File: config.mk
export PLATFORM = sky130hd
export DESIGN_NAME = flat_json_stream_tokenizer_core
export DESIGN_NICKNAME = d
export VERILOG_FILES = /design/src/hdl/fjst_pkg.sv /design/src/hdl/flat_json_stream_tokenizer_core.sv
export SDC_FILE = /design/constraint.sdc
export NUM_CORES = 1
export LEC_CHECK = 0
export BUFFER_PORTS_ARGS = -buffer_cell sky130_fd_sc_hd__buf_2
export CORE_MARGIN = 2
export CORE_UTILIZATION = 40
export CTS_BUF_LIST = sky130_fd_sc_hd__clkbuf_4 sky130_fd_sc_hd__clkbuf_8 sky130_fd_sc_hd__clkbuf_16
export DETAILED_ROUTE_END_ITERATION = 16
export SKIP_CTS_REPAIR_TIMING = 1
export SLEW_MARGIN = 5
export SYNTH_ARGS = -nofsm -noshare
export SYNTH_HDL_FRONTEND = slang
export SYNTH_SLANG_ARGS = --single-unit
export TNS_END_PERCENT = 1
File: constraint.sdc
create_clock -name clk -period 5.36 [get_ports clk]
set_input_delay 0.268 -clock clk [delete_from_list [all_inputs] [get_ports clk]]
set_output_delay 0.268 -clock clk [all_outputs]
set_load 0.01 [all_outputs]
File: src/hdl/fjst_pkg.sv
`default_nettype none

package fjst_pkg;

    typedef enum logic [3:0] {
        ST_BEGIN     = 4'd0,
        ST_EXPECT_ID = 4'd1,
        ST_ID        = 4'd2,
        ST_HAD_ID    = 4'd3,
        ST_VAL       = 4'd4,
        ST_STR       = 4'd5,
        ST_ESC       = 4'd6,
        ST_INT       = 4'd7,
        ST_NEG       = 4'd8,
        ST_FRAC      = 4'd9,
        ST_END_VAL   = 4'd10,
        ST_ERROR     = 4'd11
    } parse_state_t;

    typedef enum logic {
        CFG_ID_CAPACITY    = 1'b0,
        CFG_VALUE_CAPACITY = 1'b1
    } cfg_index_t;

    localparam logic [7:0] CH_LBRACE    = 8'h7B;
    localparam logic [7:0] CH_RBRACE    = 8'h7D;
    localparam logic [7:0] CH_LBRACKET  = 8'h5B;
    localparam logic [7:0] CH_RBRACKET  = 8'h5D;
    localparam logic [7:0] CH_COLON     = 8'h3A;
    localparam logic [7:0] CH_QUOTE     = 8'h22;
    localparam logic [7:0] CH_BACKSLASH = 8'h5C;
    localparam logic [7:0] CH_MINUS     = 8'h2D;
    localparam logic [7:0] CH_DOT       = 8'h2E;
    localparam logic [7:0] CH_COMMA     = 8'h2C;
    localparam logic [7:0] CH_NEWLINE   = 8'h0A;
    localparam logic [7:0] CH_SPACE     = 8'h20;
    localparam logic [7:0] CH_ZERO      = 8'h30;
    localparam logic [7:0] CH_NINE      = 8'h39;
    localparam logic [7:0] CH_LOWER_N   = 8'h6E;
    localparam logic [7:0] CH_LOWER_T   = 8'h74;

    localparam logic [7:0] ID_CAPACITY_RESET    = 8'd20;
    localparam logic [7:0] VALUE_CAPACITY_RESET = 8'd100;

    localparam logic signed [8:0] NO_ARRAY  = -9'sd1;
    localparam logic signed [8:0] ARRAY_MAX = 9'sd255;

endpackage

`default_nettype wire

File: src/hdl/flat_json_stream_tokenizer_core.sv
`default_nettype none

// Tokenizer for flat JSON objects, one received byte per input word. Each byte
// is decoded combinationally against the parser state and the result lands
// in an output register, so the block takes one byte every cycle as long as
// the output side keeps taking words; for every cycle an output word waits
// unaccepted, no new byte is taken. Every accepted byte yields exactly one output word
// carrying the append character, the array element index and the event flags. A newline
// byte always returns the parser to waiting for '{'. Capacity registers are written through
// the cfg port; the user must do so only while the block is idle, it is not enforced.
module flat_json_stream_tokenizer_core
    import fjst_pkg::*;
(
    input  wire logic        clk,
    input  wire logic        rst_n,

    input  wire logic        cfg_wr_en,
    input  wire logic        cfg_index,
    input  wire logic [7:0]  cfg_wdata,

    input  wire logic        s_axis_tvalid,
    output logic             s_axis_tready,
    input  wire logic [7:0]  s_axis_tdata,   // [7:0] rx_byte

    output logic             m_axis_tvalid,
    input  wire logic        m_axis_tready,
    output logic [23:0]      m_axis_tdata,   // [7:0] out_char, [16:8] array_index, zero fill
    output logic [5:0]       m_axis_tuser,   // msg_start, id_start, id_char_valid,
                                             // val_char_valid, field_done, parse_error
    output logic             m_axis_tlast    // msg_end
);

    logic [7:0]        id_capacity_reg;
    logic [7:0]        value_capacity_reg;

    parse_state_t      state_reg, state_next;
    logic signed [8:0] array_count_reg, array_count_next;
    logic [7:0]        id_length_reg, id_length_next;
    logic [7:0]        value_length_reg, value_length_next;

    logic              out_valid_reg;
    logic              msg_start_reg, id_start_reg, id_valid_reg, val_valid_reg;
    logic              field_done_reg, msg_end_reg, parse_error_reg;
    logic [7:0]        out_char_reg;
    logic signed [8:0] array_index_reg;

    logic              msg_start_next, id_start_next, id_valid_next, val_valid_next;
    logic              field_done_next, msg_end_next;
    logic [7:0]        out_char_next;
    logic signed [8:0] array_index_next;

    logic [7:0]        c;
    logic              in_accept;
    logic              is_digit;
    logic              in_array;
    logic              val_room;

    assign c             = s_axis_tdata;
    assign s_axis_tready = !out_valid_reg || m_axis_tready;
    assign in_accept     = s_axis_tvalid && s_axis_tready;
    assign is_digit      = (c >= CH_ZERO) && (c <= CH_NINE);
    assign in_array      = !array_count_reg[8];
    assign val_room      = value_length_reg < value_capacity_reg;

    always_ff @(posedge clk or negedge rst_n)
    begin
        if (!rst_n)
        begin
            id_capacity_reg    <= ID_CAPACITY_RESET;
            value_capacity_reg <= VALUE_CAPACITY_RESET;
        end
        else if (cfg_wr_en)
        begin
            case (cfg_index_t'(cfg_index))
                CFG_ID_CAPACITY:    id_capacity_reg    <= cfg_wdata;
                CFG_VALUE_CAPACITY: value_capacity_reg <= cfg_wdata;
                default:            ;
            endcase
        end
    end

    always_comb
    begin
        state_next        = state_reg;
        array_count_next  = array_count_reg;
        id_length_next    = id_length_reg;
        value_length_next = value_length_reg;
        msg_start_next    = 1'b0;
        id_start_next     = 1'b0;
        id_valid_next     = 1'b0;
        val_valid_next    = 1'b0;
        out_char_next     = 8'd0;
        field_done_next   = 1'b0;
        array_index_next  = 9'sd0;
        msg_end_next      = 1'b0;

        if (c == CH_NEWLINE)
        begin
            state_next = ST_BEGIN;
        end
        else
        begin
            case (state_reg)
                ST_BEGIN:
                begin
                    if (c == CH_LBRACE)
                    begin
                        msg_start_next    = 1'b1;
                        value_length_next = 8'd0;
                        state_next        = ST_EXPECT_ID;
                    end
                end
                ST_EXPECT_ID:
                begin
                    if (c == CH_SPACE)
                    begin
                    end
                    else if (c == CH_QUOTE)
                    begin
                        id_start_next  = 1'b1;
                        id_length_next = 8'd0;
                        state_next     = ST_ID;
                    end
                    else if (c == CH_RBRACE)
                    begin
                        msg_end_next = 1'b1;
                        state_next   = ST_BEGIN;
                    end
                    else
                    begin
                        state_next = ST_ERROR;
                    end
                end
                ST_ID:
                begin
                    if (c == CH_QUOTE)
                    begin
                        state_next = ST_HAD_ID;
                    end
                    else if (c >= CH_SPACE && id_length_reg < id_capacity_reg)
                    begin
                        id_length_next = id_length_reg + 8'd1;
                        id_valid_next  = 1'b1;
                        out_char_next  = c;
                    end
                    else
                    begin
                        state_next = ST_ERROR;
                    end
                end
                ST_HAD_ID:
                begin
                    if (c == CH_COLON)
                    begin
                        array_count_next = NO_ARRAY;
                        state_next       = ST_VAL;
                    end
                    else if (c != CH_SPACE)
                    begin
                        state_next = ST_ERROR;
                    end
                end
                ST_VAL:
                begin
                    if (c == CH_SPACE)
                    begin
                    end
                    else if (c == CH_QUOTE)
                    begin
                        state_next = ST_STR;
                    end
                    else if (c == CH_LBRACKET)
                    begin
                        if (array_count_reg == NO_ARRAY)
                            array_count_next = 9'sd0;
                        else
                            state_next = ST_ERROR;
                    end
                    else if (c == CH_MINUS || is_digit)
                    begin
                        if (val_room)
                        begin
                            value_length_next = value_length_reg + 8'd1;
                            val_valid_next    = 1'b1;
                            out_char_next     = c;
                        end
                        state_next = (c == CH_MINUS) ? ST_NEG : ST_INT;
                    end
                    else
                    begin
                        state_next = ST_ERROR;
                    end
                end
                ST_STR:
                begin
                    if (c == CH_QUOTE)
                    begin
                        field_done_next   = 1'b1;
                        array_index_next  = array_count_reg;
                        value_length_next = 8'd0;
                        state_next        = ST_END_VAL;
                    end
                    else if (c == CH_BACKSLASH)
                    begin
                        state_next = ST_ESC;
                    end
                    else if (c < CH_SPACE)
                    begin
                        state_next = ST_ERROR;
                    end
                    else if (val_room)
                    begin
                        value_length_next = value_length_reg + 8'd1;
                        val_valid_next    = 1'b1;
                        out_char_next     = c;
                    end
                end
                ST_ESC:
                begin
                    // quote and backslash pass through, \n and \t become a space
                    if (val_room)
                    begin
                        if (c == CH_QUOTE || c == CH_BACKSLASH)
                        begin
                            value_length_next = value_length_reg + 8'd1;
                            val_valid_next    = 1'b1;
                            out_char_next     = c;
                        end
                        else if (c == CH_LOWER_N || c == CH_LOWER_T)
                        begin
                            value_length_next = value_length_reg + 8'd1;
                            val_valid_next    = 1'b1;
                            out_char_next     = CH_SPACE;
                        end
                    end
                    state_next = ST_STR;
                end
                ST_NEG:
                begin
                    if (is_digit)
                    begin
                        if (val_room)
                        begin
                            value_length_next = value_length_reg + 8'd1;
                            val_valid_next    = 1'b1;
                            out_char_next     = c;
                        end
                        state_next = ST_INT;
                    end
                    else
                    begin
                        state_next = ST_ERROR;
                    end
                end
                ST_INT, ST_FRAC:
                begin
                    if (state_reg == ST_INT && c == CH_DOT)
                    begin
                        if (val_room)
                        begin
                            value_length_next = value_length_reg + 8'd1;
                            val_valid_next    = 1'b1;
                            out_char_next     = c;
                        end
                        state_next = ST_FRAC;
                    end
                    else if (c == CH_COMMA)
                    begin
                        field_done_next   = 1'b1;
                        array_index_next  = array_count_reg;
                        value_length_next = 8'd0;
                        if (in_array)
                        begin
                            if (array_count_reg < ARRAY_MAX)
                                array_count_next = array_count_reg + 9'sd1;
                            state_next = ST_VAL;
                        end
                        else
                        begin
                            state_next = ST_EXPECT_ID;
                        end
                    end
                    else if (c == CH_RBRACKET)
                    begin
                        if (in_array)
                        begin
                            field_done_next   = 1'b1;
                            array_index_next  = array_count_reg;
                            value_length_next = 8'd0;
                            array_count_next  = NO_ARRAY;
                            state_next        = ST_END_VAL;
                        end
                        else
                        begin
                            state_next = ST_ERROR;
                        end
                    end
                    else if (c == CH_RBRACE)
                    begin
                        if (array_count_reg == NO_ARRAY)
                        begin
                            field_done_next   = 1'b1;
                            array_index_next  = array_count_reg;
                            value_length_next = 8'd0;
                            msg_end_next      = 1'b1;
                            state_next        = ST_BEGIN;
                        end
                        else
                        begin
                            state_next = ST_ERROR;
                        end
                    end
                    else if (is_digit)
                    begin
                        if (val_room)
                        begin
                            value_length_next = value_length_reg + 8'd1;
                            val_valid_next    = 1'b1;
                            out_char_next     = c;
                        end
                    end
                    else
                    begin
                        state_next = ST_ERROR;
                    end
                end
                ST_END_VAL:
                begin
                    // stray bytes after a closed value are ignored
                    if (c == CH_COMMA)
                    begin
                        if (in_array)
                        begin
                            if (array_count_reg < ARRAY_MAX)
                                array_count_next = array_count_reg + 9'sd1;
                            state_next = ST_VAL;
                        end
                        else
                        begin
                            state_next = ST_EXPECT_ID;
                        end
                    end
                    else if (c == CH_RBRACKET)
                    begin
                        if (in_array)
                            array_count_next = NO_ARRAY;
                        else
                            state_next = ST_ERROR;
                    end
                    else if (c == CH_RBRACE)
                    begin
                        if (array_count_reg == NO_ARRAY)
                        begin
                            msg_end_next = 1'b1;
                            state_next   = ST_BEGIN;
                        end
                        else
                        begin
                            state_next = ST_ERROR;
                        end
                    end
                end
                default:
                begin
                end
            endcase
        end
    end

    always_ff @(posedge clk or negedge rst_n)
    begin
        if (!rst_n)
        begin
            state_reg        <= ST_BEGIN;
            array_count_reg  <= NO_ARRAY;
            id_length_reg    <= 8'd0;
            value_length_reg <= 8'd0;
            out_valid_reg    <= 1'b0;
        end
        else
        begin
            if (in_accept)
            begin
                state_reg        <= state_next;
                array_count_reg  <= array_count_next;
                id_length_reg    <= id_length_next;
                value_length_reg <= value_length_next;
                out_valid_reg    <= 1'b1;
            end
            else if (m_axis_tready)
            begin
                out_valid_reg <= 1'b0;
            end
        end
    end

    always_ff @(posedge clk)
    begin
        if (in_accept)
        begin
            msg_start_reg   <= msg_start_next;
            id_start_reg    <= id_start_next;
            id_valid_reg    <= id_valid_next;
            val_valid_reg   <= val_valid_next;
            out_char_reg    <= out_char_next;
            field_done_reg  <= field_done_next;
            array_index_reg <= array_index_next;
            msg_end_reg     <= msg_end_next;
            parse_error_reg <= (state_next == ST_ERROR);
        end
    end

    assign m_axis_tvalid = out_valid_reg;
    assign m_axis_tdata  = {7'd0, array_index_reg, out_char_reg};
    assign m_axis_tuser  = {parse_error_reg, field_done_reg, val_valid_reg,
                            id_valid_reg, id_start_reg, msg_start_reg};
    assign m_axis_tlast  = msg_end_reg;

`ifndef ASSERT_OFF
    // one append target per word
    assert property (@(posedge clk) disable iff (!rst_n)
        m_axis_tvalid |-> !(id_valid_reg && val_valid_reg))
        else $error("identifier and value append in the same word");

    // a character is only carried with an append flag
    assert property (@(posedge clk) disable iff (!rst_n)
        (m_axis_tvalid && !id_valid_reg && !val_valid_reg) |-> (out_char_reg == 8'd0))
        else $error("out_char set without an append flag");

    // landing in the error state raises no events
    assert property (@(posedge clk) disable iff (!rst_n)
        (m_axis_tvalid && parse_error_reg) |->
            !(msg_start_reg || id_start_reg || id_valid_reg || val_valid_reg
              || field_done_reg || msg_end_reg))
        else $error("event flag raised together with parse error");

    // a field completion always clears the value length
    assert property (@(posedge clk) disable iff (!rst_n)
        (in_accept && field_done_next) |=> (value_length_reg == 8'd0))
        else $error("value length not cleared after field completion");

    // index is -1 or a non-negative count only
    assert property (@(posedge clk) disable iff (!rst_n)
        array_count_reg[8] |-> (array_count_reg == NO_ARRAY))
        else $error("array count below minus one");
`endif

endmodule

`default_nettype wire
==> key figures, run 1 <==
Worst setup path
  • WP data required: between 5 and 6 ns
  • Top delay family on crit path: simple AND/OR/NAND/NOR gates
  • Arrival time at the worst endpoint: ~4 ns
  • CP max stage delay: roughly 0.55 ns
  • Worst r2r src: array_count_reg[0]$_DFFE_PN1P_
  • CP cell instances: ha_1 -> and3_1 -> and3_1 -> and3_1 -> ha_1 -> or3b_2 -> nor3_1 -> o2111ai_1 -> nor2_1 -> or3b_4 -> mux2_1
  • Bufs and invs on worst path: 0
  • Crit path from: array_count_reg[0]$_DFFE_PN1P_
  • CP endpoint kind: register
  • Worst setup SP type: register
  • Most common cell on crit path: and3_1
  • Slowest cell on the critical path: dfstp_2
  • Critical path class: register to register
  • Crit-path max FO: 14

Logic synthesis
  • Yosys warnings: 0
  • Synth top area cells: dfrtp_1, edfxtp_1, dfstp_2
  • Avg Inst Size Synth: around 9 um2
  • Top cell type by total area after synthesis: dfrtp_1
  • Post-synthesis register bit count: 70
  • Sequential share of the synthesized area: between 30% and 40%
  • Most common cell in the netlist: nand2_1
  • Top cell type's share of synthesized area: between 10% and 20%
  • Most frequent cells after synthesis: nand2_1, nor2_1, dfrtp_1, o21ai_1, inv_1
  • Main synth FF type: dfrtp_1
  • Async SR Flop Fraction: between 60% and 70%
  • Netlist cell types: 77
  • EDFF count, synth: 24
  • Synthesized area: roughly 0.005 mm2
  • Gate Count Post-Synth: around 550

Route
  • DR WL/cell: around 19 um
  • Final antenna-violating net count: 0
  • Number of remaining DRC errors: 0
  • Drt initial violations: about 300
  • DRT Pass-1 Iters: 4
  • Final WL: 13,470 um
  • Vias: roughly 4,400
  • Vias/cell: ~6

Final layout
  • Area growth, synth to finish: 12.15%
  • Fillers: 1,168
  • Layout net count: 616
  • Ant diodes: 0
  • Fraction of layout cells with a size suffix above 1: ~17%

Global routing
  • Antenna violations before repair: 0
  • Met3 Usage GRT: under 10%
  • Vias in the first global route: about 4,200
  • Total Routing Usage GR: a little over a fifth
  • GRT overflow: 0
  • GRT met1 Usage: slightly below 30%
  • Largest net degree at the start of global routing: between 40 and 50
  • Global route hottest layer: met2
  • Met2 Track Usage GR: 31.36%
  • Global-route wire length before repair: about 22,000 um

Clock network
  • Maximum root-to-sink buffer count: 2
  • H-tree Lvls: 3
  • Clk_lat worst skew: ~0.34 ns
  • Root buffer cell: clkbuf_16
  • CTS buffer count: 9
  • Clk sinks: 70
  • CTS tree: yes
  • Clock-pin slew on the worst setup and hold paths: about 0.060 ns

STA
  • Period utilisation layout: between 60 and 70%
  • Min Hold Slack: roughly 0.1 ns
  • Max-slew violations: 0
  • RSZ-0062 raised after global routing: no
  • Post-layout min period: approximately 3.7 ns
  • Worst slew pin tran: roughly 1 ns
  • Setup violations, final: 0
  • Peak Freq: between 0.2 and 0.3 GHz
  • Max transition margin: around a third
  • Setup Skew: about 0.0084 ns
  • Final Hold Fails: 0
  • Setup TNS: 0 ns

Floorplanning
  • Initial core utilization: 40.89%
  • Chip Height: 114.8 um
  • Core ar.: 0.01201 mm2
  • DIE AREA: 0.01318 mm2
  • FP Rows: 40
  • IO Pins: 55
  • Die X-Extent: 114.8 um

Placed design
  • HPWL Detailed: a little under 10,000 um
  • Routability cong.: approximately 0.95
  • IO Port Bufs: 47

Outcome
  • Status: complete, no violations

Power
  • Worst vdd ir: just over 0.0002 V
  • Leakage: between 2 and 2.5 nW
  • Power Density: 450.6 mW/mm2
  • Final Power: between 0.002 and 0.0025 W

Run
  • Number of max-cap violations: 0

Worst hold path
  • Hold Crit Class: primary input to async pin
## cells by family after synthesis
group	after synthesis	synth area share, %
and+or+nand+nor	209	24.15
AOI/OAI and AO/OA	163	22.04
DFF	70	38.47
buffers and inverters	68	6.624
adders and majority gates	19	4.841
muxes	12	2.726
xor gates and xnor gates	6	1.070
other	1	0.07636
## report_power, final
part	internal, W	switching [W]
clock network	0.000469	0.000230
registers	0.000699	0.000178
logic	0.000351	0.000555
total	0.00152	0.000963
## layout make-up
class / instances / area [um2] / area share (%)
flip-flops and latches: 70 / 1889 / 34.30
well taps: 147 / 183.9 / 3.339
clock inverters: 4 / 73.82 / 1.340
multi-input cells: 416 / 2719 / 49.36
inverters: 29 / 108.9 / 1.976
clock buffers: 12 / 282.8 / 5.134
repair buffers: 49 / 250.2 / 4.543
## path summary, 6_finish.rpt
path                                                      to  slack, ns  cells after the start
min in group clk              id_capacity_reg[3]$_DFFE_PN0P_       0.15                      3
hold / removal             value_capacity_reg[7]$_DFFE_PN0P_        0.1                      1
setup / recovery              array_count_reg[1]$_DFFE_PN1P_       1.65                     11
hold reg to reg               id_capacity_reg[2]$_DFFE_PN1P_       0.51                      2
setup reg to reg              array_count_reg[1]$_DFFE_PN1P_       1.65                     11
max in group asynchronous       id_length_reg[1]$_DFFE_PN0P_       4.63                      1
## through the flow
stage | utilization [%] | instance area (um2) | setup slack, ns | std cells
floorplan | - | 4933 | 2.100 | 554
global placement | 42.89 | 5151 | 1.726 | 711
detailed placement | 42.89 | 5151 | 1.660 | 711
CTS | 45.85 | 5508 | 1.641 | 727
global route | 45.85 | 5508 | 1.405 | 727
finish | 45.85 | 5508 | 1.653 | 727
## layer usage
layer | up-vias | wire [um]
met2 | 171 | 5804
met1 | 2109 | 6158
met5 | - | 0
met3 | 50 | 829
met4 | 0 | 671
li1 | 2080 | -
## placed cells by master, fill, tap and decap left out, drive strengths merged, types with 7 or more instances in the layout
cell    synthesis  layout
inv            29      29
ha             19      19
a211oi          7       7
dfrtp          32      32
mux2           11      11
and3            9       9
nor4            7       7
buf            20      49
clkbuf         19      12
edfxtp         24      24
conb            1       7
nor4b           7       7
o21ai          55      55
dfstp          14      14
nor2b           8       8
nand2b          8       8
nor3           13      13
and2           21      21
nor2           37      37
nand2          47      47
nand3          13      13
a21oi          25      25
a22oi           8       8
a21o            7       7
(Power assumes the default switching activity.)
==> run 2: changes to the inputs <==
ABC_AREA = 1   (was unset)
clock period = 3.3 ns   (was 5.36 ns; I/O delays follow)
==> key figures, run 2 <==
Power
  • Sw frac: around 44%
  • Share of power burned in registers: approximately a third
  • Power share of the clock group: about a quarter
  • Final Power: approximately 0.0042 W
  • Switching pwr: about 0.0019 W
  • Combinational Power Share: 43.5%
  • Worst vdd ir: a little over 0.0003 V
  • Leakage: just under 3 nW
  • Power Density: 733.0 mW/mm2
  • Power Internal: 0.002394 W

Placed design
  • Routability cong.: around 1.0
  • Post-Place Cell Area: 0.005469 mm2
  • IO Port Bufs: 47
  • Dpl ws: between 0.4 and 0.5 ns
  • HPWL Detailed: between 10,000 and 15,000 um

Global routing
  • GRT overflow: 0
  • Total Routing Usage GR: a little over a fifth
  • Global-route wire length before repair: 22,430 um
  • Antenna violations before repair: 0
  • Largest net degree at the start of global routing: 47
  • Vias in the first global route: 4,447

Run
  • Number of max-cap violations: 0

Final layout
  • Layout net count: between 800 and 900
  • Commonest non-fill, non-tap cell in the layout: nand2_1
  • Most frequent cells in the layout: nand2_1, inv_1, nor2_1, nand3_1, o21ai_0
  • Area growth, synth to finish: 13.01%
  • Ant diodes: 0
  • Fraction of layout cells with a size suffix above 1: between 10% and 20%
  • Design area: around 0.0058 mm2

Floorplanning
  • Initial core utilization: between 40% and 50%
  • Chip Height: ~120 um
  • IO Pins: 55
  • DIE AREA: 0.01373 mm2
  • FP Rows: a little over 40
  • Core ar.: approximately 0.013 mm2
  • Die X-Extent: roughly 120 um

Worst setup path
  • Top delay family on crit path: simple AND/OR/NAND/NOR gates
  • CP endpoint kind: register
  • Worst r2r src: array_count_reg[0]$_DFFE_PN1P_
  • Crit-path max FO: 16
  • WP data required: between 3 and 4 ns
  • Critical path class: register to register
  • Crit path from: array_count_reg[0]$_DFFE_PN1P_
  • Arrival time at the worst endpoint: 3.15 ns
  • Bufs and invs on worst path: 1
  • CP cell instances: ha_1 -> nand2_1 -> inv_1 -> nand2_1 -> nor2_1 -> nand3_1 -> nor2_1 -> ha_1 -> ha_1 -> nand3_1 -> nand2_1 -> nor2_1 -> nand3_2 -> o21ai_0
  • Slowest cell on the critical path: dfstp_2
  • Worst setup SP type: register
  • CP max stage delay: 0.57 ns

Outcome
  • Status: complete, no violations

Worst hold path
  • Hold Crit Class: primary input to async pin

Logic synthesis
  • Avg Inst Size Synth: 6.898 um2
  • Synth top area cells: dfrtp_1, nand2_1, edfxtp_1
  • Top cell type by total area after synthesis: dfrtp_1
  • EDFF count, synth: 24
  • Synthesized area: roughly 0.0051 mm2
  • Most frequent cells after synthesis: nand2_1, inv_1, nor2_1, nand3_1, o21ai_0
  • Sequential share of the synthesized area: 36.87%
  • Gate Count Post-Synth: 743
  • Post-synthesis register bit count: 70
  • Async SR Flop Fraction: around 66%
  • Netlist cell types: 42
  • Most common cell in the netlist: nand2_1
  • Yosys warnings: 0
  • Main synth FF type: dfrtp_1
  • Top cell type's share of synthesized area: 15.63%

Clock network
  • Root buffer cell: clkbuf_16
  • H-tree Lvls: 3
  • CTS buffer count: 9
  • CTS tree: yes
  • Maximum root-to-sink buffer count: 2
  • Clk_lat worst skew: approximately 0.35 ns
  • Clk sinks: 70
  • Clock-pin slew on the worst setup and hold paths: approximately 0.060 ns

STA
  • Period utilisation layout: between 80 and 90%
  • Max-slew violations: 0
  • Final WS setup: between 0.4 and 0.5 ns
  • Setup violations, final: 0
  • Setup Skew: 0.01044 ns
  • Final Hold Fails: 0
  • Max transition margin: between 20% and 30%
  • Min Hold Slack: approximately 0.022 ns
  • Setup TNS: 0 ns
  • Post-layout min period: ~2.9 ns
  • Peak Freq: between 0.3 and 0.4 GHz
  • RSZ-0062 raised after global routing: no
  • Worst slew pin tran: 1.130 ns

Route
  • Vias/cell: around 5.1
  • Number of remaining DRC errors: 0
  • DRT Pass-1 Iters: 5
  • DR WL/cell: around 14 um
  • Final antenna-violating net count: 0
  • Drt initial violations: between 400 and 500
  • Vias: ~4,900
  • Final WL: between 10,000 and 15,000 um
-- run 2: cell types whose count changed in the layout (fill, tap and decap cells not counted), sizes merged, moves of 9 or more --
cell	delta
and2	-20
and3	-9
inv	+92
mux2	-11
nand2	+173
nand3	+53
nor2	+56
-- run 2: cell families (layout without fill, tap and decap cells) --
logic type | after synthesis | in the layout | share of synthesized area [%]
AOI/OAI and AO/OA | 108 | 108 | 12.35
buffers and inverters | 139 | 184 | 11.45
DFF | 70 | 70 | 36.87
and+or+nand+nor | 397 | 397 | 33.08
xor gates and xnor gates | 9 | 9 | 1.538
other | 1 | 7 | 0.07317
adders and majority gates | 19 | 19 | 4.639
-- run 2: metrics by stage --
step | cells | utilization (%)
after floorplan | 749 | -
after global placement | 950 | 43.51
after detailed placement | 950 | 43.51
after CTS | 966 | 46.08
after global routing | 966 | 46.08
final | 966 | 46.08
-- run 2: metal layers --
layer,vias up,global-route usage (%),wire [um],part of all wire [%]
li1,2461,-,-,-
met1,2240,29.97,6338,46
met2,179,33.18,6205,45
met3,24,3.347,897,6.5
met4,0,8.941,329,2.4
met5,-,0,0,0
-- run 2: power by group through the flow --
stage          sequential [W]  combinational [W]  clock [W]
4_1_cts               0.00134            0.00183    0.00108
2_1_floorplan         0.00130            0.00141          0
3_3_place_gp          0.00135            0.00180          0
6_report              0.00134            0.00185    0.00106
3_5_place_dp          0.00136            0.00181          0
5_1_grt               0.00137            0.00210    0.00113
-- run 2: final timing paths --
kind,to,slack (ns),depth (start not counted)
max,array_count_reg[7]$_DFFE_PN1P_,0.40,14
min,value_capacity_reg[0]$_DFFE_PN0P_,0.02,1
max reg2reg,array_count_reg[7]$_DFFE_PN1P_,0.40,14
min reg2reg,value_capacity_reg[7]$_DFFE_PN0P_,0.48,2
max in group asynchronous,m_axis_tvalid$_DFFE_PN0P_,2.61,1
min in group clk,value_capacity_reg[5]$_DFFE_PN1P_,0.07,3
-- run 2: area by class of cell --
type | instances | area (um2)
clock buffers | 12 | 271.5
clock inverters | 4 | 51.30
fillers | 1285 | 6777
inverters | 120 | 450.4
multi-input cells | 540 | 2671
flip-flops and latches | 70 | 1889
well taps | 172 | 215.2
repair buffers | 48 | 242.7
